==> src/tmrm_pkg.sv <==
// Package with shared widths, codes, command and status types and the sine function.
`timescale 1ns / 1ps
package tmrm_pkg;

    localparam int CFG_IDX_W  = 3;
    localparam int CFG_DATA_W = 21;

    localparam logic [CFG_IDX_W-1:0] CFG_VIEW_LIMIT      = 3'd0;
    localparam logic [CFG_IDX_W-1:0] CFG_MARCH_STEP      = 3'd1;
    localparam logic [CFG_IDX_W-1:0] CFG_FIELD_OF_VIEW   = 3'd2;
    localparam logic [CFG_IDX_W-1:0] CFG_SCREEN_COLUMNS  = 3'd3;
    localparam logic [CFG_IDX_W-1:0] CFG_SCREEN_ROWS     = 3'd4;
    localparam logic [CFG_IDX_W-1:0] CFG_RETINA_DISTANCE = 3'd5;

    localparam logic REQ_TILE_WRITE = 1'b0;
    localparam logic REQ_CAST       = 1'b1;

    localparam int TILE_W   = 5;
    localparam int POS_IN_W = 21;
    localparam int ANGLE_W  = 16;
    localparam int COLUMN_W = 10;
    localparam int DIST_W   = 21;
    localparam int SHADE_W  = 2;
    localparam int ROW_W    = 8;

    localparam int GRID_COLS = 32;
    localparam int GRID_ROWS = 32;

    localparam int DIV_N = 34;
    localparam int DIV_M = 25;

    localparam logic [1:0] DIV_SEL_ANGLE = 2'd0;
    localparam logic [1:0] DIV_SEL_END   = 2'd1;
    localparam logic [1:0] DIV_SEL_SKY   = 2'd2;

    localparam logic [1:0] SHADE_NEAR = 2'd0;
    localparam logic [1:0] SHADE_MID  = 2'd1;
    localparam logic [1:0] SHADE_FAR  = 2'd2;

    localparam logic [63:0] TWO_PI_Q30 = 64'd6746518852;

    typedef struct packed {
        logic       clear;
        logic       tile_wr;
        logic       load;
        logic       div_start;
        logic       div_take;
        logic [1:0] div_sel;
        logic       rom_rd;
        logic       trig;
        logic       step;
        logic       set_hit;
        logic       finish;
        logic       out_load;
    } tmrm_cmd_t;

    typedef struct packed {
        logic clear_done;
        logic div_done;
        logic step_ok;
        logic tile_solid;
        logic hit;
        logic sky_neg;
        logic out_free;
    } tmrm_stat_t;

    // Sine of a quarter-wave phase in Q16, from a Taylor series in Q30.
    function automatic logic [16:0] quarter_sine(input logic [14:0] u);
        logic [63:0]        x;
        logic [63:0]        x2;
        logic [63:0]        term;
        logic signed [63:0] sum;
        x    = (64'(u) * TWO_PI_Q30) >> 16;
        x2   = (x * x) >> 30;
        term = ((x * x2) >> 30) / 64'd6;
        sum  = $signed(x) - $signed(term);
        term = ((term * x2) >> 30) / 64'd20;
        sum  = sum + $signed(term);
        term = ((term * x2) >> 30) / 64'd42;
        sum  = sum - $signed(term);
        term = ((term * x2) >> 30) / 64'd72;
        sum  = sum + $signed(term);
        term = ((term * x2) >> 30) / 64'd110;
        sum  = sum - $signed(term);
        term = ((term * x2) >> 30) / 64'd156;
        sum  = sum + $signed(term);
        if (sum < 0)
            sum = 64'sd0;
        sum = (sum + 64'sd8192) >>> 14;
        if (sum > 64'sd65536)
            sum = 64'sd65536;
        return sum[16:0];
    endfunction

    function automatic logic signed [17:0] phase_sine(input logic [15:0] p);
        logic [16:0] v;
        v = p[14] ? quarter_sine(15'(15'd16384 - {1'b0, p[13:0]}))
                  : quarter_sine({1'b0, p[13:0]});
        return p[15] ? -$signed({1'b0, v}) : $signed({1'b0, v});
    endfunction

endpackage

==> src/tmrm_ctrl.sv <==
// Controller state machine that sequences clearing, tile writes and ray casts.
`timescale 1ns / 1ps
module tmrm_ctrl (
    input  logic                 clk,
    input  logic                 rst_n,
    input  logic                 req_valid,
    input  logic                 req_type,
    output logic                 req_ready,
    input  tmrm_pkg::tmrm_stat_t stat,
    output tmrm_pkg::tmrm_cmd_t  cmd
);
    import tmrm_pkg::*;

    localparam logic [3:0] ST_CLEAR = 4'd0;
    localparam logic [3:0] ST_IDLE  = 4'd1;
    localparam logic [3:0] ST_ADIV  = 4'd2;
    localparam logic [3:0] ST_AWAIT = 4'd3;
    localparam logic [3:0] ST_ROM   = 4'd4;
    localparam logic [3:0] ST_TRIG  = 4'd5;
    localparam logic [3:0] ST_STEP  = 4'd6;
    localparam logic [3:0] ST_CHECK = 4'd7;
    localparam logic [3:0] ST_FIN   = 4'd8;
    localparam logic [3:0] ST_EDIV  = 4'd9;
    localparam logic [3:0] ST_EWAIT = 4'd10;
    localparam logic [3:0] ST_SDIV  = 4'd11;
    localparam logic [3:0] ST_SWAIT = 4'd12;
    localparam logic [3:0] ST_DONE  = 4'd13;

    logic [3:0] state_reg;
    logic [3:0] state_next;

    always_ff @(posedge clk or negedge rst_n)
    begin
        if (!rst_n)
            state_reg <= ST_CLEAR;
        else
            state_reg <= state_next;
    end

    always_comb
    begin
        cmd        = '0;
        req_ready  = 1'b0;
        state_next = state_reg;
        case (state_reg)
            ST_CLEAR:
            begin
                cmd.clear = !stat.clear_done;
                if (stat.clear_done)
                    state_next = ST_IDLE;
            end
            ST_IDLE:
            begin
                req_ready = 1'b1;
                if (req_valid)
                begin
                    if (req_type == REQ_CAST)
                    begin
                        cmd.load   = 1'b1;
                        state_next = ST_ADIV;
                    end
                    else
                        cmd.tile_wr = 1'b1;
                end
            end
            ST_ADIV:
            begin
                cmd.div_sel   = DIV_SEL_ANGLE;
                cmd.div_start = 1'b1;
                state_next    = ST_AWAIT;
            end
            ST_AWAIT:
            begin
                cmd.div_sel = DIV_SEL_ANGLE;
                if (stat.div_done)
                begin
                    cmd.div_take = 1'b1;
                    state_next   = ST_ROM;
                end
            end
            ST_ROM:
            begin
                cmd.rom_rd = 1'b1;
                state_next = ST_TRIG;
            end
            ST_TRIG:
            begin
                cmd.trig   = 1'b1;
                state_next = ST_STEP;
            end
            ST_STEP:
            begin
                if (stat.step_ok)
                begin
                    cmd.step   = 1'b1;
                    state_next = ST_CHECK;
                end
                else
                    state_next = ST_FIN;
            end
            ST_CHECK:
            begin
                if (stat.tile_solid)
                begin
                    cmd.set_hit = 1'b1;
                    state_next  = ST_FIN;
                end
                else
                    state_next = ST_STEP;
            end
            ST_FIN:
            begin
                cmd.finish = 1'b1;
                state_next = ST_EDIV;
            end
            ST_EDIV:
            begin
                cmd.div_sel   = DIV_SEL_END;
                cmd.div_start = 1'b1;
                state_next    = ST_EWAIT;
            end
            ST_EWAIT:
            begin
                cmd.div_sel = DIV_SEL_END;
                if (stat.div_done)
                begin
                    cmd.div_take = 1'b1;
                    state_next   = (stat.hit && !stat.sky_neg) ? ST_SDIV : ST_DONE;
                end
            end
            ST_SDIV:
            begin
                cmd.div_sel   = DIV_SEL_SKY;
                cmd.div_start = 1'b1;
                state_next    = ST_SWAIT;
            end
            ST_SWAIT:
            begin
                cmd.div_sel = DIV_SEL_SKY;
                if (stat.div_done)
                begin
                    cmd.div_take = 1'b1;
                    state_next   = ST_DONE;
                end
            end
            ST_DONE:
            begin
                if (stat.out_free)
                begin
                    cmd.out_load = 1'b1;
                    state_next   = ST_IDLE;
                end
            end
            default:
                state_next = ST_IDLE;
        endcase
    end
endmodule

==> config.mk <==
export PLATFORM = sky130hd
export DESIGN_NAME = tmrm_ctrl
export DESIGN_NICKNAME = d
export VERILOG_FILES = /design/src/tmrm_pkg.sv /design/src/tmrm_ctrl.sv
export SDC_FILE = /design/constraint.sdc
export NUM_CORES = 1
export LEC_CHECK = 0
export BUFFER_PORTS_ARGS = -buffer_cell sky130_fd_sc_hd__buf_2
export CORE_AREA = 4 4 41 43
export CTS_CLUSTER_DIAMETER = 200
export CTS_CLUSTER_SIZE = 40
export DETAILED_ROUTE_END_ITERATION = 12
export DIE_AREA = 0 0 45 47
export PLACE_DENSITY = 0.76
export SETUP_SLACK_MARGIN = 0.5
export SYNTH_ARGS = -nofsm -noshare
export SYNTH_HDL_FRONTEND = slang
export SYNTH_SLANG_ARGS = --single-unit
==> constraint.sdc <==
create_clock -name clk -period 5.1 [get_ports clk]
set_clock_uncertainty 0.15 [all_clocks]
set_input_delay 1.02 -clock clk [delete_from_list [all_inputs] [get_ports clk]]
set_output_delay 1.02 -clock clk [all_outputs]
set_load 0.05 [all_outputs]
==> qor.csv, run 1 <==
stage,metric,value,unit
run_status,status,"complete, no violations",
route,wl_per_cell,11.33,µm
timing,hold_violations,0,
timing,min_period,3.075,ns
synth,synth_top_area_frac,0.1985,
placement,place_hpwl,917.9,µm
clock_network,clkSinkCount,4,
clock_network,clk_latency,0.23,ns
placement,io_buffers,24,
synth,synth_warnings,0,
clock_network,clockBufferDepth,2,
finish,n_antenna_cell,0,
synth,async_reset_ff_frac,1.000,
global_route,grt_max_degree,26,
floorplan,rows,13,
power_and_ir_drop,power_density,766.4,nW/µm²
finish,stdcell_area,630.6,µm²
timing,worstMarginPinSlew,0.6780,ns
floorplan,initial_core_util,0.3875,
global_route,antenna_found_initial,0,
global_route,first_global_vias,470,
finish,area_growth,25.06,%
setup_path,r2r_cells,4,
setup_path,required,3.93,ns
clock_network,cts_resized,0,
finish,final_common_cell,buf_2,
route,drtIter0Drc,18,
clock_network,post_cts_buffers,0,
finish,nets,103,
timing,rsz0062_at_grt,no,
floorplan,die_area,2115,µm²
timing,setup_tns,0,ns
route,routed_wl,1190,µm
finish,drive_gt1_frac,0.3444,
hold_path,worst_hold_path_type,input port to async pin,
timing,setup_violations,0,
timing,fin_ws,2.025,ns
clock_network,cts_buffers,3,
timing,timing.hold.ws,0.4345,ns
power_and_ir_drop,finalPower,0.4833,mW
synth,synth_enable_flop_cells,0,
synth,synthCells,69,
setup_path,cp_slowest_cell,dfrtp_1,
setup_path,worst-path-max-fanout,25,
placement,pre_cts_ws,2.070,ns
finish,final_core_util,0.4846,
setup_path,worst-r2r-setup-slack,3.02,ns
setup_path,critPathKind,flip-flop to output port,
global_route,globalRouteTotalUtil,0.1259,
route,routed-via-count,559,
clock_network,cts_tree,built,
synth,yosysUniqueCellTypes,35,
timing,slew_headroom,0.5480,
clock_network,clk_transition_reported_paths,0.04,ns
placement,gp_congestion,0.8668,
finish,largest_reg_flops,4,
synth,synth_top_area_cell,dfrtp_1,
global_route,grt_pass1_wl,1945,µm
synth,synth_ff_type,dfrtp_1,
floorplan,die_w,45,µm
placement,dp.cells,102,
placement,dpl_cell_area,608.1,µm²
timing,min_period_over_period,0.6030,
finish,fin_cells,105,
timing,slew_viol_final,0,
power_and_ir_drop,p_leak,0.2909,nW
route,drc,0,
synth,avgSynthCellArea,7.308,µm²
route,via_per_inst,5.324,
job,maxCapViolations,0,
power_and_ir_drop,irDropWorstVdd,0.4894,mV
setup_path,crit_path_end_kind,output port,
global_route,gr-total-overflow,0,
setup_path,crit_chain,nor4b_2 > and3_1 > buf_2,
clock_network,postCtsHoldBufs,0,
synth,synth_fp_nets,80,
route,dr.pass1.iters,4,
clock_network,htree_levels,1,
clock_network,cts_root_buffer,clkbuf_4,
floorplan,io-pin-count,25,
floorplan,design.core.area,1301,µm²
finish,final_cell_mix,"buf_2 (24), nand2_1 (7), nor2_1 (6)",
synth,ys_seq_area_frac,0.1985,
setup_path,r2r_end,state_reg[0],
setup_path,crit_arrival,1.91,ns
synth,synth-seq-cells,4,
synth,synthTopCellsByArea,"dfrtp_1 (20%), o21a_1 (6.0%), nand2_1 (5.2%)",
timing,fmaxAchievable,325.2,MHz
setup_path,rr_startpoint,state_reg[0],
synth,netlist_area,504.2,µm²
floorplan,die_h,47,µm
setup_path,cpPeakStageDelay,0.76,ns
setup_path,cp-start-kind,flip-flop,
route,antenna_left,0,
cell families after synthesis:
logic type | share of synthesized area
xor gates and xnor gates | 0.01737
muxes | 0.02233
and+or+nand+nor | 0.3574
AOI/OAI and AO/OA | 0.3201
buffers and inverters | 0.08435
DFF | 0.1985
power by group:
part	leakage, nW	switching (mW)	total (mW)	internal (mW)
sequential	0.0494	0.0699	0.118	0.0484
clock	0.0138	0.0113	0.0375	0.0262
combinational	0.228	0.204	0.327	0.123
total	0.291	0.286	0.483	0.198
worst max-delay path by stage:
stage                 startpoint      end  slack, ns  depth (start not counted)
finish              state_reg[0]  cmd[10]       2.02                          3
global route        state_reg[0]  cmd[11]       1.83                          4
CTS                 state_reg[0]  cmd[10]       2.02                          3
detailed placement       stat[6]  cmd[12]       2.07                          4
global placement         stat[6]  cmd[12]       2.07                          4
floorplan           state_reg[2]  cmd[11]       1.51                          4
Yosys cell counts, types with 3 or more instances:
cell type  number
nand2_1         7
nor2_1          6
a21oi_1         5
buf_2           4
dfrtp_1         4
nand2b_1        4
nor3_1          4
o21a_1          4
o21ai_0         3
or3_1           3
critical path, delay by kind of cell (launching register included):
kind / cells / cell delay [ns]
DFF: 1 / 0.76
and+or+nand+nor: 2 / 0.65
buffers and inverters: 1 / 0.26
metal layers:
layer  part of all wire  global-route usage
met2               0.48              0.1893
met4                  0             0.05263
met5                  0                   0
met1               0.45              0.1556
met3              0.076             0.05747
layout make-up:
class	instances	area (µm²)
clock buffer	3	22.52
tap	15	18.77
timing repair buffer	24	120.1
sequential	4	100.1
inverter	2	7.507
fill	140	670.6
multi-input combinational	57	361.6
Power figures use the tool's default switching activity.
==> run 2, diff against run 1 <==
--- a/config.mk
+++ b/config.mk
@@ -11,7 +11,7 @@
 export CTS_CLUSTER_SIZE = 40
 export DETAILED_ROUTE_END_ITERATION = 12
 export DIE_AREA = 0 0 45 47
-export PLACE_DENSITY = 0.76
+export PLACE_DENSITY = 0.79
 export SETUP_SLACK_MARGIN = 0.5
 export SYNTH_ARGS = -nofsm -noshare
 export SYNTH_HDL_FRONTEND = slang
==> constraint.sdc (replaced) <==
create_clock -name clk -period 2.55 [get_ports clk]
set_clock_uncertainty 0.15 [all_clocks]
set_input_delay 0.51 -clock clk [delete_from_list [all_inputs] [get_ports clk]]
set_output_delay 0.51 -clock clk [all_outputs]
set_load 0.05 [all_outputs]
==> run 2 against run 1 <==
  * Worst setup slack lost 1.7 ns
  * Combinational power grew to 3.9 times the previous value
  * Hold slack gained 0.042 ns
  * Power grew to 3.2 times the previous value
  * Count of clock-buffer cells in the layout is the same
  * Clock power grew 110%
  * Sequential power grew 60%
  * Design area grew 59%
  * Sequential share of layout area shrank 5.5 points
  * Largest cell class unchanged
==> qor.csv, run 2 (synthesis gave the netlist of run 1 again) <==
stage,metric,value,unit,change
setup_path,crit_arrival,1.53,ns,-0.38 ns
run_status,status,"complete, no violations",,
hold_path,worst_hold_path_type,input port to async pin,,
global_route,first_global_vias,702,,+49%
clock_network,clk_transition_reported_paths,0.04,ns,about the same
setup_path,critPathKind,flip-flop to output port,,
global_route,grt_pass1_wl,2911,µm,+50%
placement,io_buffers,24,,unchanged
finish,n_antenna_cell,0,,unchanged
route,antenna_left,0,,unchanged
route,routed_wl,2041,µm,+72%
floorplan,die_h,47,µm,unchanged
job,maxCapViolations,0,,unchanged
setup_path,cpPeakStageDelay,0.46,ns,-0.30 ns
floorplan,die_area,2115,µm²,unchanged
timing,min_period_over_period,0.8595,,
setup_path,r2r_cells,6,,+2
timing,setup_violations,0,,unchanged
floorplan,rows,13,,unchanged
finish,area_growth,99.25,%,
clock_network,cts_root_buffer,clkbuf_4,,
finish,drive_gt1_frac,0.6486,,+0.3042
floorplan,die_w,45,µm,unchanged
setup_path,crit_chain,buf_12 > nor4b_4 > nand2_1 > nor2_4 > buf_6,,
floorplan,io-pin-count,25,,unchanged
finish,nets,124,,+20%
setup_path,cp-start-kind,flip-flop,,
timing,setup_tns,0,ns,unchanged
finish,final_cell_mix,"buf_6 (15), buf_4 (15), buf_2 (10)",,
global_route,antenna_found_initial,0,,unchanged
placement,place_hpwl,1050,µm,+14%
timing,fin_ws,0.3582,ns,-1.666 ns
clock_network,cts_tree,built,,
power_and_ir_drop,irDropWorstVdd,0.8154,mV,+67%
route,via_per_inst,5.754,,+8.1%
setup_path,worstPathBufferInverterCount,2,,+1
global_route,gr-total-overflow,0,,unchanged
timing,min_period,2.192,ns,
timing,worstMarginPinSlew,0.2977,ns,-0.3803 ns
timing,hold_violations,0,,unchanged
power_and_ir_drop,power_density,1523,nW/µm²,+99%
route,drc,0,,unchanged
route,routed-via-count,725,,+30%
setup_path,crit_family,simple AND/OR/NAND/NOR gates,,
setup_path,cp_slowest_cell,dfrtp_2,,
clock_network,clkSinkCount,4,,unchanged
timing,slew_headroom,0.8007,,+0.2527
finish,largest_reg_flops,4,,unchanged
clock_network,clk_latency,0.23,ns,about the same
clock_network,clockBufferDepth,2,,unchanged
power_and_ir_drop,p_leak,0.4302,nW,+48%
route,dr.pass1.iters,4,,unchanged
setup_path,worst-path-max-fanout,7,,-72%
timing,fmaxAchievable,456.3,MHz,
setup_path,required,1.89,ns,-2.04 ns
global_route,grt_max_degree,16,,-38%
power_and_ir_drop,finalPower,1.530,mW,+220%
route,wl_per_cell,16.20,µm,+43%
floorplan,design.core.area,1301,µm²,unchanged
route,drtIter0Drc,29,,+11
timing,rsz0062_at_grt,yes,,
placement,pre_cts_ws,0.2987,ns,-1.771 ns
clock_network,cts_buffers,3,,unchanged
timing,slew_viol_final,0,,unchanged
floorplan,initial_core_util,0.3875,,unchanged
clock_network,htree_levels,1,,unchanged
setup_path,crit_path_end_kind,output port,,
global_route,globalRouteTotalUtil,0.1845,,+0.05859
placement,gp_congestion,0.8535,,-1.5%
setup_path,cp_num_cells,5,,+2
## run 2: cell count changes in the layout (fill, tap and decap cells not counted), moves of 5 or more
cell    change
buf_2      -14
nor2_1      -5
buf_4      +15
buf_6      +15
## run 2: stage by stage
step / cells / hold WS (ns) / instance area (µm²) / utilization
2_1_floorplan: 69 / 0.06441 / 574.3 / -
3_3_place_gp: 104 / 0.1643 / 690.7 / 0.5308
3_5_place_dp: 104 / 0.1647 / 690.7 / 0.5308
4_1_cts: 120 / 0.4593 / 909.6 / 0.6990
5_1_grt: 126 / 0.4936 / 1005 / 0.7721
6_report: 126 / 0.4765 / 1005 / 0.7721
## run 2: final timing paths
kind / start / endpoint / slack (ns)
max reg2reg: state_reg[2] / state_reg[0] / 0.55
max in group asynchronous: rst_n / state_reg[1] / 1.64
min reg2reg: state_reg[0] / state_reg[0] / 0.57
min in group clk: stat[4] / state_reg[3] / 0.48
min: rst_n / state_reg[0] / 0.48
max: state_reg[2] / cmd[11] / 0.36
## run 2: timing repair
| item | CTS | global route |
|---|---|---|
| pin swaps | 3 | 3 |
| resized for setup | 29 | 18 |
| endpoints found under the hold margin | 4 | 0 |
| buffers inserted | 12 | 6 |
| hold buffers | 1 | 0 |
| setup endpoints to repair | 15 | 14 |
## run 2: worst reg2reg max path, cell delays in order (launching register included)
cell	delay, ns
dfrtp_2	0.46
buf_4	0.17
nand2b_1	0.17
o32a_1	0.21
buf_4	0.16
o221ai_2	0.22
mux2_1	0.35
## run 2: power breakdown
group	internal, mW	switching, mW
sequential	0.103	0.0859
clock	0.0525	0.0245
combinational	0.596	0.668
## run 2: area by class of cell
type,count,area (µm²)
clock buffers,3,22.52
fillers,86,296.5
inverters,2,7.507
multi-input cells,57,452.9
flip-flops and latches,4,103.9
well taps,15,18.77
repair buffers,45,399.1
## run 2: routing by layer
layer | GRT usage | vias up | part of all wire
met5 | 0 | - | 0
met3 | 0.03448 | 6 | 0.063
li1 | - | 338 | -
met4 | 0.09942 | 0 | 0.023
met2 | 0.3023 | 34 | 0.53
met1 | 0.2288 | 347 | 0.39
==> run 3, diff against run 2 <==
--- a/config.mk
+++ b/config.mk
@@ -6,11 +6,11 @@
 export NUM_CORES = 1
 export LEC_CHECK = 0
 export BUFFER_PORTS_ARGS = -buffer_cell sky130_fd_sc_hd__buf_2
-export CORE_AREA = 4 4 41 43
+export CORE_AREA = 2 2 39 41
 export CTS_CLUSTER_DIAMETER = 200
 export CTS_CLUSTER_SIZE = 40
 export DETAILED_ROUTE_END_ITERATION = 12
-export DIE_AREA = 0 0 45 47
+export DIE_AREA = 0 0 41 43
 export PLACE_DENSITY = 0.79
 export SETUP_SLACK_MARGIN = 0.5
 export SYNTH_ARGS = -nofsm -noshare
==> run 3 against run 2 <==
  * Non-clock buffer count is 2 higher
  * Critical path depth is 1 lower
  * Count of clock-buffer cells in the layout stayed put
  * Sequential share of layout area hardly changed
  * Via count is 2.8% lower
  * Global-route usage is 4.5 points higher
  * Flip-flop and latch count stayed put
  * Combinational power hardly changed
  * Design area is 1.0% higher
  * Critical path type unchanged
==> qor.csv, run 3 (synthesis gave the netlist of run 1 again) <==
stage,metric,value,unit,change
route,dr_wl_met2,992,µm,-7.8%
finish,drive_gt1_frac,0.6637,,+0.01507
setup_path,cp_slowest_cell,dfrtp_2,,
route,antenna_left,0,,unchanged
route,routed-via-count,705,,-2.8%
run_status,status,"complete, no violations",,
global_route,antenna_found_initial,0,,unchanged
clock_network,clkSinkCount,4,,unchanged
route,wl_met1,799,µm,+1.4%
power_and_ir_drop,p_clk_frac,0.050,,about the same
timing,setup_tns,0,ns,unchanged
route,dr.pass1.iters,4,,unchanged
timing,min_period,2.208,ns,+0.01649 ns
setup_path,critPathKind,flip-flop to output port,,
floorplan,design.core.area,1384,µm²,+6.3%
timing,setup_violations,0,,unchanged
timing,slew_viol_final,0,,unchanged
route,via_per_inst,5.465,,-5.0%
timing,min_period_over_period,0.8660,,+0.006467
setup_path,crit_chain,buf_12 > nor4b_4 > and3_4 > buf_8,,
finish,final_core_util,0.7333,,-0.03884
finish,n_antenna_cell,0,,unchanged
route,wl_met3,75,µm,-42%
timing,rsz0062_at_grt,yes,,
finish,final_cell_mix,"buf_4 (20), buf_2 (11), buf_6 (10)",,
timing,fmaxAchievable,452.8,MHz,-0.75%
floorplan,initial_core_util,0.3644,,-0.02312
power_and_ir_drop,p_int,0.7581,mW,+0.86%
clock_network,cts_root_buffer,clkbuf_4,,
route,routed.top_layer,met4,,
placement,io_buffers,24,,unchanged
setup_path,crit_arrival,1.55,ns,+0.02 ns
global_route,gr-total-overflow,0,,unchanged
power_and_ir_drop,p_sw_frac,0.5029,,-0.005788
power_and_ir_drop,p_comb_frac,0.821,,-0.005
setup_path,cpPeakStageDelay,0.46,ns,about the same
clock_network,cts_tree,built,,
power_and_ir_drop,power_density,1503,nW/µm²,-1.3%
route,routed_wl,1889,µm,-7.4%
floorplan,die_area,1763,µm²,-17%
power_and_ir_drop,finalPower,1.525,mW,-0.32%
setup_path,required,1.89,ns,about the same
global_route,first_global_vias,620,,-12%
floorplan,io-pin-count,25,,unchanged
hold_path,worst_hold_path_type,input port to async pin,,
power_and_ir_drop,p_sw,0.7668,mW,-1.5%
setup_path,crit_family,simple AND/OR/NAND/NOR gates,,
setup_path,cp-start-kind,flip-flop,,
finish,nets,126,,+1.6%
clock_network,htree_levels,1,,unchanged
route,wl_per_cell,14.64,µm,-9.6%
setup_path,crit_path_end_kind,output port,,
timing,slew_headroom,0.7999,,about the same
power_and_ir_drop,p_seq_frac,0.129,,+0.005
global_route,grt_pass1_wl,2766,µm,-5.0%
timing,worstMarginPinSlew,0.2989,ns,+0.001167 ns
clock_network,clk_latency,0.23,ns,about the same
route,drc,0,,unchanged
placement,place_hpwl,962,µm,-8.4%
finish,final_common_cell,buf_4,,
power_and_ir_drop,p_leak,0.4373,nW,+1.7%
global_route,grt_max_degree,12,,-4
placement,gp_congestion,0.8616,,+0.95%
route,drtIter0Drc,26,,-10%
clock_network,clockBufferDepth,2,,unchanged
clock_network,clk_transition_reported_paths,0.04,ns,about the same
power_and_ir_drop,irDropWorstVdd,0.8907,mV,+9.2%
job,maxCapViolations,0,,unchanged
finish,area_growth,101.2,%,
global_route,globalRouteTotalUtil,0.2296,,+0.04513
clock_network,cts_buffers,3,,unchanged
timing,hold_violations,0,,unchanged
floorplan,die_w,41,µm,-8.9%
floorplan,die_h,43,µm,-8.5%
setup_path,worst-path-max-fanout,7,,unchanged
setup_path,worstPathBufferInverterCount,2,,unchanged
floorplan,rows,14,,+1
finish,largest_reg_flops,4,,unchanged
-- run 3: power by group through the flow --
| stage | clock network (mW) | logic (mW) | registers, mW |
|---|---|---|---|
| floorplan | 0 | 0.744 | 0.131 |
| global placement | 0 | 0.748 | 0.230 |
| detailed placement | 0 | 0.755 | 0.236 |
| CTS | 0.0793 | 1.11 | 0.195 |
| global route | 0.0863 | 1.32 | 0.204 |
| finish | 0.0769 | 1.25 | 0.196 |
-- run 3: area by class of cell --
class                   instances  area (µm²)
well taps                      16       20.02
fillers                       102       369.1
flip-flops and latches          4       105.1
inverters                       2       7.507
multi-input cells              57       459.2
clock buffers                   3       22.52
repair buffers                 47       400.4
-- run 3: path summary, 6_finish.rpt --
kind | startpoint | endpoint | slack (ns) | depth (start not counted)
setup / recovery | state_reg[2] | cmd[10] | 0.34 | 4
hold / removal | rst_n | state_reg[2] | 0.46 | 2
setup reg to reg | state_reg[2] | state_reg[0] | 0.58 | 6
hold reg to reg | state_reg[3] | state_reg[3] | 0.54 | 2
max in group asynchronous | rst_n | state_reg[3] | 1.66 | 2
min in group clk | stat[4] | state_reg[3] | 0.50 | 3
-- run 3: metrics by stage --
step	hold slack, ns	std cells	setup slack (ns)	instance area [µm²]
6_report	0.4624	129	0.3417	1015
5_1_grt	0.4587	129	0.2767	1015
4_1_cts	0.4505	126	0.3714	943.4
3_5_place_dp	0.1669	104	0.2861	684.4
3_3_place_gp	0.1653	104	0.3157	684.4
2_1_floorplan	0.06441	69	0.1972	574.3
-- run 3: metal layers --
metal  global-route usage  vias up
met5                    0        -
met4              0.08000        0
met3              0.04712        5
met2               0.3594       25
met1               0.2987      335
li1                     -      340
-- run 3: timing repair --
item | in CTS | in global routing
setup buffers | 18 | 3
hold buffers | 1 | 0
gates resized for setup | 27 | 18
endpoints found under the setup margin | 15 | 15
pin swaps | 4 | 3
hold endpoints to repair | 4 | 0
